[src/rtl/cenc_pkg.sv]
// ----------------------------------------------------------------------------
// cenc_pkg
// Shared types and constants of the streaming COBS frame encoder.
// ----------------------------------------------------------------------------
package cenc_pkg;

  localparam int unsigned IdxW      = 8;
  localparam int unsigned RamAddrW  = IdxW + 1;
  localparam int unsigned RamDepth  = 2 ** RamAddrW;

  localparam logic [IdxW-1:0] BlockMax = 8'd254;
  localparam logic [7:0]      FullCode = 8'hFF;
  localparam logic [7:0]      EndCode  = 8'h01;

  typedef struct packed {
    logic [7:0] data_byte;
    logic       end_of_frame;
  } item_t;

  typedef struct packed {
    logic [63:0] out_bytes;
    logic [3:0]  byte_count;
    logic        frame_done;
    logic        run_last;
  } result_t;

  // One block flush: which bank holds the bytes, how many, and what follows.
  typedef struct packed {
    logic            bank;
    logic [IdxW-1:0] count;
    logic            append_end;
    logic            frame_end;
  } cmd_t;

endpackage

[src/rtl/cobs_frame_encoder.sv]
// ----------------------------------------------------------------------------
// cobs_frame_encoder
// Streaming COBS encoder with packed multi-byte results.
// ----------------------------------------------------------------------------
// Input side is a queue: drive item_i and raise push; the byte is taken at a
// clock edge with push high and full low. Results come out of a queue: while
// empty is low, result_o shows the oldest result; raise pop to take it.
// One raw byte is taken per cycle while full is low. Nonzero bytes go into
// one of two block banks; a closing byte (zero, 254th byte of a block, or
// frame end) hands the bank to the back end and switches to the other bank.
// The back end sends one encoded byte per cycle while its result queue is
// not full. full rises while both banks wait to be sent; that is the only
// input stall. A stalled receiver backs up the two-entry result queue, then
// the back end, then the banks. Reset empties both queues and clears the
// fill count; the block store needs no clearing pass.
// ----------------------------------------------------------------------------
module cobs_frame_encoder #(
  parameter int unsigned BYTES_PER_RESULT = 8
) (
  input  logic              clk_i,
  input  logic              rst_ni,
  input  logic              push,
  output logic              full,
  input  cenc_pkg::item_t   item_i,
  output logic              empty,
  input  logic              pop,
  output cenc_pkg::result_t result_o
);

  logic                          take;
  logic                          we;
  logic [cenc_pkg::RamAddrW-1:0] waddr, raddr;
  logic [7:0]                    wdata, rdata;
  logic                          cmd_push, cmd_valid, cmd_pop;
  cenc_pkg::cmd_t                cmd_new, cmd_head;

  assign take = push && !full;

  cenc_front u_front (
    .clk_i      (clk_i),
    .rst_ni     (rst_ni),
    .take_i     (take),
    .item_i     (item_i),
    .we_o       (we),
    .waddr_o    (waddr),
    .wdata_o    (wdata),
    .cmd_push_o (cmd_push),
    .cmd_o      (cmd_new)
  );

  cenc_cmd_queue u_cmd_queue (
    .clk_i   (clk_i),
    .rst_ni  (rst_ni),
    .push_i  (cmd_push),
    .cmd_i   (cmd_new),
    .full_o  (full),
    .pop_i   (cmd_pop),
    .valid_o (cmd_valid),
    .head_o  (cmd_head)
  );

  cenc_ram #(
    .Width (8),
    .Depth (cenc_pkg::RamDepth)
  ) u_block_ram (
    .clk_i   (clk_i),
    .we_i    (we),
    .waddr_i (waddr),
    .wdata_i (wdata),
    .raddr_i (raddr),
    .rdata_o (rdata)
  );

  cenc_back #(
    .BYTES_PER_RESULT (BYTES_PER_RESULT)
  ) u_back (
    .clk_i       (clk_i),
    .rst_ni      (rst_ni),
    .cmd_valid_i (cmd_valid),
    .cmd_i       (cmd_head),
    .cmd_pop_o   (cmd_pop),
    .raddr_o     (raddr),
    .rdata_i     (rdata),
    .empty_o     (empty),
    .pop_i       (pop),
    .result_o    (result_o)
  );

endmodule

[src/rtl/cenc_ram.sv]
// ----------------------------------------------------------------------------
// cenc_ram
// Generic single-write, single-read RAM with registered read data.
// ----------------------------------------------------------------------------
module cenc_ram #(
  parameter int unsigned Width = 8,
  parameter int unsigned Depth = 512
) (
  input  logic                     clk_i,
  input  logic                     we_i,
  input  logic [$clog2(Depth)-1:0] waddr_i,
  input  logic [Width-1:0]         wdata_i,
  input  logic [$clog2(Depth)-1:0] raddr_i,
  output logic [Width-1:0]         rdata_o
);

  logic [Width-1:0] mem_q [Depth];
  logic [Width-1:0] rdata_q;

  always_ff @(posedge clk_i) begin
    if (we_i) begin
      mem_q[waddr_i] <= wdata_i;
    end
    rdata_q <= mem_q[raddr_i];
  end

  assign rdata_o = rdata_q;

endmodule

[src/rtl/cenc_front.sv]
// ----------------------------------------------------------------------------
// cenc_front
// Takes raw bytes, stores nonzero ones in the current bank and decides when
// a block closes, then posts a flush command for the back end.
// ----------------------------------------------------------------------------
module cenc_front (
  input  logic                          clk_i,
  input  logic                          rst_ni,
  input  logic                          take_i,
  input  cenc_pkg::item_t               item_i,
  output logic                          we_o,
  output logic [cenc_pkg::RamAddrW-1:0] waddr_o,
  output logic [7:0]                    wdata_o,
  output logic                          cmd_push_o,
  output cenc_pkg::cmd_t                cmd_o
);

  logic [cenc_pkg::IdxW-1:0] fill_q, fill_d, fill_inc;
  logic                      bank_q, bank_d;
  logic                      nonzero;

  assign nonzero  = (item_i.data_byte != 8'd0);
  assign fill_inc = fill_q + 1'b1;

  assign we_o    = take_i && nonzero;
  assign waddr_o = {bank_q, fill_q};
  assign wdata_o = item_i.data_byte;

  always_comb begin
    fill_d     = fill_q;
    bank_d     = bank_q;
    cmd_push_o = 1'b0;
    cmd_o      = '0;
    cmd_o.bank = bank_q;
    if (take_i) begin
      if (nonzero) begin
        cmd_o.count     = fill_inc;
        cmd_o.frame_end = item_i.end_of_frame;
        if (fill_inc == cenc_pkg::BlockMax || item_i.end_of_frame) begin
          cmd_push_o = 1'b1;
        end
        fill_d = fill_inc;
      end else begin
        // a zero byte always closes the block
        cmd_o.count      = fill_q;
        cmd_o.append_end = item_i.end_of_frame;
        cmd_o.frame_end  = item_i.end_of_frame;
        cmd_push_o       = 1'b1;
      end
      if (cmd_push_o) begin
        fill_d = '0;
        bank_d = ~bank_q;
      end
    end
  end

  always_ff @(posedge clk_i or negedge rst_ni) begin
    if (!rst_ni) begin
      fill_q <= '0;
      bank_q <= 1'b0;
    end else begin
      fill_q <= fill_d;
      bank_q <= bank_d;
    end
  end

endmodule

[src/rtl/cenc_cmd_queue.sv]
// ----------------------------------------------------------------------------
// cenc_cmd_queue
// Two-entry queue of flush commands. An entry stays until the back end has
// sent its whole block, so the count also tells how many banks are busy.
// ----------------------------------------------------------------------------
module cenc_cmd_queue (
  input  logic           clk_i,
  input  logic           rst_ni,
  input  logic           push_i,
  input  cenc_pkg::cmd_t cmd_i,
  output logic           full_o,
  input  logic           pop_i,
  output logic           valid_o,
  output cenc_pkg::cmd_t head_o
);

  cenc_pkg::cmd_t entry_q [2];
  logic           wp_q, rp_q;
  logic [1:0]     cnt_q, cnt_d;

  assign full_o  = (cnt_q == 2'd2);
  assign valid_o = (cnt_q != 2'd0);
  assign head_o  = entry_q[rp_q];

  always_comb begin
    cnt_d = cnt_q;
    if (push_i && !pop_i) begin
      cnt_d = cnt_q + 2'd1;
    end else if (pop_i && !push_i) begin
      cnt_d = cnt_q - 2'd1;
    end
  end

  always_ff @(posedge clk_i) begin
    if (push_i) begin
      entry_q[wp_q] <= cmd_i;
    end
  end

  always_ff @(posedge clk_i or negedge rst_ni) begin
    if (!rst_ni) begin
      wp_q  <= 1'b0;
      rp_q  <= 1'b0;
      cnt_q <= '0;
    end else begin
      if (push_i) wp_q <= ~wp_q;
      if (pop_i)  rp_q <= ~rp_q;
      cnt_q <= cnt_d;
    end
  end

endmodule

[src/rtl/cenc_back.sv]
// ----------------------------------------------------------------------------
// cenc_back
// Walks one flush command byte by byte (code, stored bytes, optional end code),
// packs the bytes into result words and queues them for the receiver.
// ----------------------------------------------------------------------------
module cenc_back #(
  parameter int unsigned BYTES_PER_RESULT = 8
) (
  input  logic                          clk_i,
  input  logic                          rst_ni,
  input  logic                          cmd_valid_i,
  input  cenc_pkg::cmd_t                cmd_i,
  output logic                          cmd_pop_o,
  output logic [cenc_pkg::RamAddrW-1:0] raddr_o,
  input  logic [7:0]                    rdata_i,
  output logic                          empty_o,
  input  logic                          pop_i,
  output cenc_pkg::result_t             result_o
);

  localparam logic [3:0] PackMax = 4'(BYTES_PER_RESULT);

  logic [cenc_pkg::IdxW-1:0] idx_q, idx_d, s1_idx_q, last_idx;
  logic                      s0_done_q, s0_done_d, s1_vld_q;
  logic                      adv, issue, s1_last, flush;
  logic [7:0]                code, byte_val;
  logic [63:0]               pack_word_q, word_new;
  logic [3:0]                pack_cnt_q, cnt_new;

  cenc_pkg::result_t oq_q [2];
  cenc_pkg::result_t res_new;
  logic              owp_q, orp_q, oq_full, oq_push, oq_pop;
  logic [1:0]        ocnt_q;

  assign oq_full = (ocnt_q == 2'd2);
  assign adv     = !oq_full;

  assign last_idx = cmd_i.count + {{(cenc_pkg::IdxW-1){1'b0}}, cmd_i.append_end};
  assign issue    = cmd_valid_i && !s0_done_q && adv;
  assign s1_last  = (s1_idx_q == last_idx);

  always_comb begin
    idx_d     = idx_q;
    s0_done_d = s0_done_q;
    if (issue) begin
      if (idx_q == last_idx) begin
        idx_d     = '0;
        s0_done_d = 1'b1;
      end else begin
        idx_d = idx_q + 1'b1;
      end
    end
    if (cmd_pop_o) begin
      s0_done_d = 1'b0;
    end
  end

  // While stalled, re-read the byte held in stage one so rdata stays valid.
  assign raddr_o = adv ? {cmd_i.bank, idx_q - 1'b1} : {cmd_i.bank, s1_idx_q - 1'b1};

  assign code = (cmd_i.count == cenc_pkg::BlockMax) ? cenc_pkg::FullCode
                                                     : cmd_i.count + 1'b1;

  always_comb begin
    if (s1_idx_q == '0) begin
      byte_val = code;
    end else if (s1_idx_q <= cmd_i.count) begin
      byte_val = rdata_i;
    end else begin
      byte_val = cenc_pkg::EndCode;
    end
  end

  always_comb begin
    word_new = pack_word_q;
    word_new[{pack_cnt_q[2:0], 3'b000} +: 8] = byte_val;
  end

  assign cnt_new   = pack_cnt_q + 4'd1;
  assign flush     = (cnt_new == PackMax) || s1_last;
  assign cmd_pop_o = adv && s1_vld_q && s1_last;
  assign oq_push   = adv && s1_vld_q && flush;
  assign oq_pop    = pop_i && !empty_o;

  always_comb begin
    res_new            = '0;
    res_new.out_bytes  = word_new;
    res_new.byte_count = cnt_new;
    res_new.frame_done = s1_last && cmd_i.frame_end;
    res_new.run_last   = s1_last;
  end

  assign empty_o  = (ocnt_q == 2'd0);
  assign result_o = oq_q[orp_q];

  always_ff @(posedge clk_i) begin
    if (oq_push) begin
      oq_q[owp_q] <= res_new;
    end
    if (adv) begin
      s1_idx_q <= idx_q;
    end
  end

  always_ff @(posedge clk_i or negedge rst_ni) begin
    if (!rst_ni) begin
      idx_q       <= '0;
      s0_done_q   <= 1'b0;
      s1_vld_q    <= 1'b0;
      pack_word_q <= '0;
      pack_cnt_q  <= '0;
      owp_q       <= 1'b0;
      orp_q       <= 1'b0;
      ocnt_q      <= '0;
    end else begin
      idx_q     <= idx_d;
      s0_done_q <= s0_done_d;
      if (adv) begin
        s1_vld_q <= issue;
      end
      if (adv && s1_vld_q) begin
        if (flush) begin
          pack_word_q <= '0;
          pack_cnt_q  <= '0;
        end else begin
          pack_word_q <= word_new;
          pack_cnt_q  <= cnt_new;
        end
      end
      if (oq_push) owp_q <= ~owp_q;
      if (oq_pop)  orp_q <= ~orp_q;
      if (oq_push && !oq_pop) begin
        ocnt_q <= ocnt_q + 2'd1;
      end else if (oq_pop && !oq_push) begin
        ocnt_q <= ocnt_q - 2'd1;
      end
    end
  end

endmodule

[config.mk]
export PLATFORM = sky130hd
export DESIGN_NAME = cobs_frame_encoder
export DESIGN_NICKNAME = d
export VERILOG_FILES = /design/src/rtl/cenc_pkg.sv /design/src/rtl/cobs_frame_encoder.sv /design/src/rtl/cenc_ram.sv /design/src/rtl/cenc_front.sv /design/src/rtl/cenc_cmd_queue.sv /design/src/rtl/cenc_back.sv
export SDC_FILE = /design/constraint.sdc
export NUM_CORES = 2
export LEC_CHECK = 0
export ABC_CLOCK_PERIOD_IN_PS = 12400
export BUFFER_PORTS_ARGS = -buffer_cell sky130_fd_sc_hd__buf_2
export CAP_MARGIN = 40
export CORE_MARGIN = 4
export CORE_UTILIZATION = 53
export CTS_CLUSTER_SIZE = 24
export DETAILED_ROUTE_END_ITERATION = 8
export HOLD_SLACK_MARGIN = 0.08
export PLACE_DENSITY = 0.68
export SLEW_MARGIN = 0
export SYNTH_ARGS = -nofsm -noshare
export SYNTH_HDL_FRONTEND = slang
export SYNTH_MEMORY_MAX_BITS = 65536
export SYNTH_SLANG_ARGS = --single-unit
[constraint.sdc]
create_clock -name clk_i -period 12.4 [get_ports clk_i]
set_input_delay 2.48 -clock clk_i [delete_from_list [all_inputs] [get_ports clk_i]]
set_output_delay 2.48 -clock clk_i [all_outputs]
set_load 0.05 [all_outputs]
==> results.py <==
metrics = {
    "global_route": {
        "grt_max_degree": 220,
        "grt_pass1_vias": 85668,
        "grt_pass1_wl_um": 617000,
        "antenna_found_initial": 18,
        "grt_remaining_overflow": 0,
        "gr-usage-all-layers": 0.256,
    },
    "final_layout": {
        "fin_cells": 13062,
        "fillCellCount": 21895,
        "fin_util": 0.600,
        "drive_above_1_share": 0.244,
        "nets": 8559,
        "design_area_um2": 191000,
        "multi_input_comb_area_um2": 37000,
        "regArea_um2": 131000,
        "syn2layout_area_growth_pct": 12.6,
    },
    "synthesis": {
        "yosys_warnings": 0,
        "synth_mux_area_frac": 0.148,
        "synthArstFlopShare": 0.0217,
        "synth_edf_count": 4266,
        "syn_nets": 8268,
        "synth_top_flop_cell": "edfxtp_1",
        "synth_top_cells_by_area": "edfxtp_1 (76%), mux4_2 (14%), dfrtp_1 (1.4%), nor2_1 (1.3%), a22oi_1 (1.2%)",
        "ys_seq_area_frac": 0.771,
        "synthCells": 8228,
        "synth-simple-area-share": 0.0327,
        "synth_xor_area_frac": 0.00320,
        "synthesis.area_um2": 169000,
        "synth_largest_area_cell": "edfxtp_1",
        "yosys.area_share.adder": 0.00199,
        "synth_top_family_by_area": "multiplexers",
        "yosysUniqueCellTypes": 57,
        "synth-compound-area-share": 0.0296,
        "yosys_register_bits": 4369,
        "synth_top_area_frac": 0.756,
        "avgSynthCellArea_um2": 20.6,
    },
    "hold_path": {
        "hold_path_depth": 1,
        "hold_path.startpoint": "u_cmd_queue.cnt_q[1]$_DFFE_PN0P_",
        "min_to": "u_cmd_queue.cnt_q[1]$_DFFE_PN0P_",
        "hold_path.class": "reg2reg",
    },
    "timing": {
        "worstMarginPinSlew_ps": 1330,
        "relSlewSlack": 0.113,
        "rsz0062_at_grt": "no",
        "drv_slew": 0,
        "fmax_ghz": 0.142,
        "fin_setup_tns_ps": 0,
        "clock_skew_ps": 70.3,
        "setup_violations": 0,
        "finalCritPeriodShare": 0.568,
        "postLayoutSetupSlackWorst_ps": 5360,
        "finalHoldViolations": 0,
        "post-route-min-period_ps": 7040,
    },
    "placed_design": {
        "place_area_um2": 176000,
        "dp_slack_ps": 5140,
        "hpwl_um": 254000,
        "dp_cells": 12271,
        "place_congestion": 0.844,
        "portBuffers": 84,
    },
    "cts": {
        "cts_made_buffers": 418,
        "cts_tree": "done",
        "clk_pin_slew_ps": 60,
        "cts_root_buffer": "clkbuf_16",
        "postCtsSetupRepairBufs": 0,
        "htree_levels": 5,
        "cts_hold_buffers": 0,
        "cts.sinks": 4369,
        "cts_resized": 0,
        "clock_latency_ps": 990,
        "clk_path_buf_depth": 4,
    },
    "critical_path": {
        "timing.rr.end": "u_block_ram.rdata_o[7]$_DFF_P_",
        "worst-setup-path-type": "reg2reg",
        "r2r_slack_ps": 5360,
        "critPathSlowestCell": "nor4_2",
        "r2r_cells": 14,
        "rr_startpoint": "u_back.ocnt_q[0]$_DFFE_PN0P_",
        "crit_required_ps": 13250,
        "crit_chain": "nand2b_1 -> buf_4 -> mux2_4 -> inv_8 -> buf_4 -> buf_4 -> buf_4 -> mux4_2 -> a22oi_1 -> a21oi_1 -> nor4_2 -> buf_4 -> a31oi_1 -> or4_1",
        "startpoint": "u_back.ocnt_q[0]$_DFFE_PN0P_",
        "worst-path-max-fanout": 74,
        "critPathCaptureType": "register",
        "cp_common_cell": "buf_4",
        "worstPathArrival_ps": 7890,
        "slowest_delay_ps": 800,
        "start_kind": "register",
    },
    "run": {
        "maxCapViolCount": 0,
    },
    "floorplan": {
        "coreArea_um2": 318000,
        "die_width_um": 573,
        "ios": 85,
        "rows": 207,
        "start_util": 0.533,
        "dieArea_um2": 329000,
        "dieHeight_um": 573,
    },
    "routing": {
        "via_count": 85375,
        "wire_per_inst_um": 32.5,
        "routed_wirelength_um": 424000,
        "dr.first_iter.drc_count": 11614,
        "drc": 0,
        "viasPerCell": 6.54,
        "ant_nets": 0,
        "firstDrtPassIters": 8,
    },
    "power": {
        "p_leak_nw": 60.0,
        "p_per_area_nw_per_um2": 277,
        "vdd_drop_max_mv": 0.463,
    },
    "run_status": {
        "status": "finished clean",
    },
}
==> report_power, final <==
part / internal (mW) / switching (mW)
Clock: 7.56 / 5.59
Sequential: 16.5 / 0.209
Combinational: 8.92 / 14.1
==> cell families (layout without fill, tap and decap cells) <==
kind of cell	Yosys count	in the layout
buf+inv	511	1158
flops	4369	4369
mux	1222	1222
fa+ha+maj	27	27
compound gates	719	719
xor+xnor	61	61
simple gates	1319	1319
other cells	0	7
==> cell type report <==
cell class / instances / area share
clock inverters: 298 / 0.0185
repair buffers: 367 / 0.0183
inverters: 15 / 0.000335
well taps: 4180 / 0.0274
diodes: 7 / 0.0000919
multi-input cells: 3348 / 0.194
clock buffers: 478 / 0.0565
flip-flops and latches: 4369 / 0.685
==> layout by cell type, fill, tap and decap left out, drive strengths merged, types with 122 or more instances in the layout <==
cell,n
mux4,1024
clkbuf,478
buf,366
a22oi,281
edfxtp,4266
mux2i,122
nand3,132
clkinv,194
nand2,452
nor2,576
==> per-stage QoR <==
stage               total power [mW]  hold slack, ps
floorplan                       31.8             423
global placement                39.5             475
detailed placement              39.8             480
CTS                             52.9             487
global route                    54.8             502
finish                          52.8             481
==> sequential cells by signal (all words and copies together) (netlist names), 4 cells and up <==
register             count
u_back.pack_word_q      64
u_back.idx_q             8
u_block_ram.mem_q     4096
u_back.pack_cnt_q        4
u_cmd_queue.entry_q     22
u_block_ram.rdata_o      8
u_front.fill_q           8
u_back.s1_idx_q          8
u_back.oq_q            140
==> synthesized netlist by cell type (5+ instances only) <==
master,count
or4_1,7
nor4_1,23
nor3b_1,5
or3_1,16
a22o_1,75
edfxtp_1,4266
and2_1,7
o311a_1,5
buf_4,41
buf_1,29
dfxtp_1,8
a22oi_1,281
nand3_1,132
a31o_1,5
nor3_1,18
xnor2_1,25
nor2b_1,17
nand4_1,38
a21oi_1,120
o21ai_0,52
nor2_1,576
mux2_2,75
mux4_2,1024
nand2_1,452
and3_1,10
o31ai_1,45
o22ai_1,34
dfrtp_1,95
xor2_1,35
a31oi_1,39
mux2i_1,122
clkbuf_1,328
buf_2,94
ha_1,27
o21ai_1,8
a211oi_1,10
a32oi_1,28
nand2b_1,6
inv_1,14
==> critical path, delay by kind of cell, from the launching register on <==
family,cells,cell delay (ps)
buf+inv,6,3190
simple gates,3,1480
flops,1,410
compound gates,3,620
mux,2,990
==> worst max path at each step <==
stage	end	depth (start not counted)
detailed placement	u_block_ram.rdata_o[1]$_DFF_P_	13
floorplan	u_back.oq_q[0][0]$_DFFE_PP_	13
finish	u_block_ram.rdata_o[7]$_DFF_P_	14
global route	u_block_ram.rdata_o[7]$_DFF_P_	14
global placement	u_block_ram.rdata_o[3]$_DFF_P_	13
CTS	u_block_ram.rdata_o[1]$_DFF_P_	13
==> metal layers <==
metal	vias to the layer above	track usage	routed length, um
li1	34626	-	-
met1	44969	0.371	165000
met2	5060	0.395	200000
met3	710	0.0562	44400
met4	10	0.0817	14400
met5	-	0	178
Note: power is estimated with default switching activity, not from simulation.
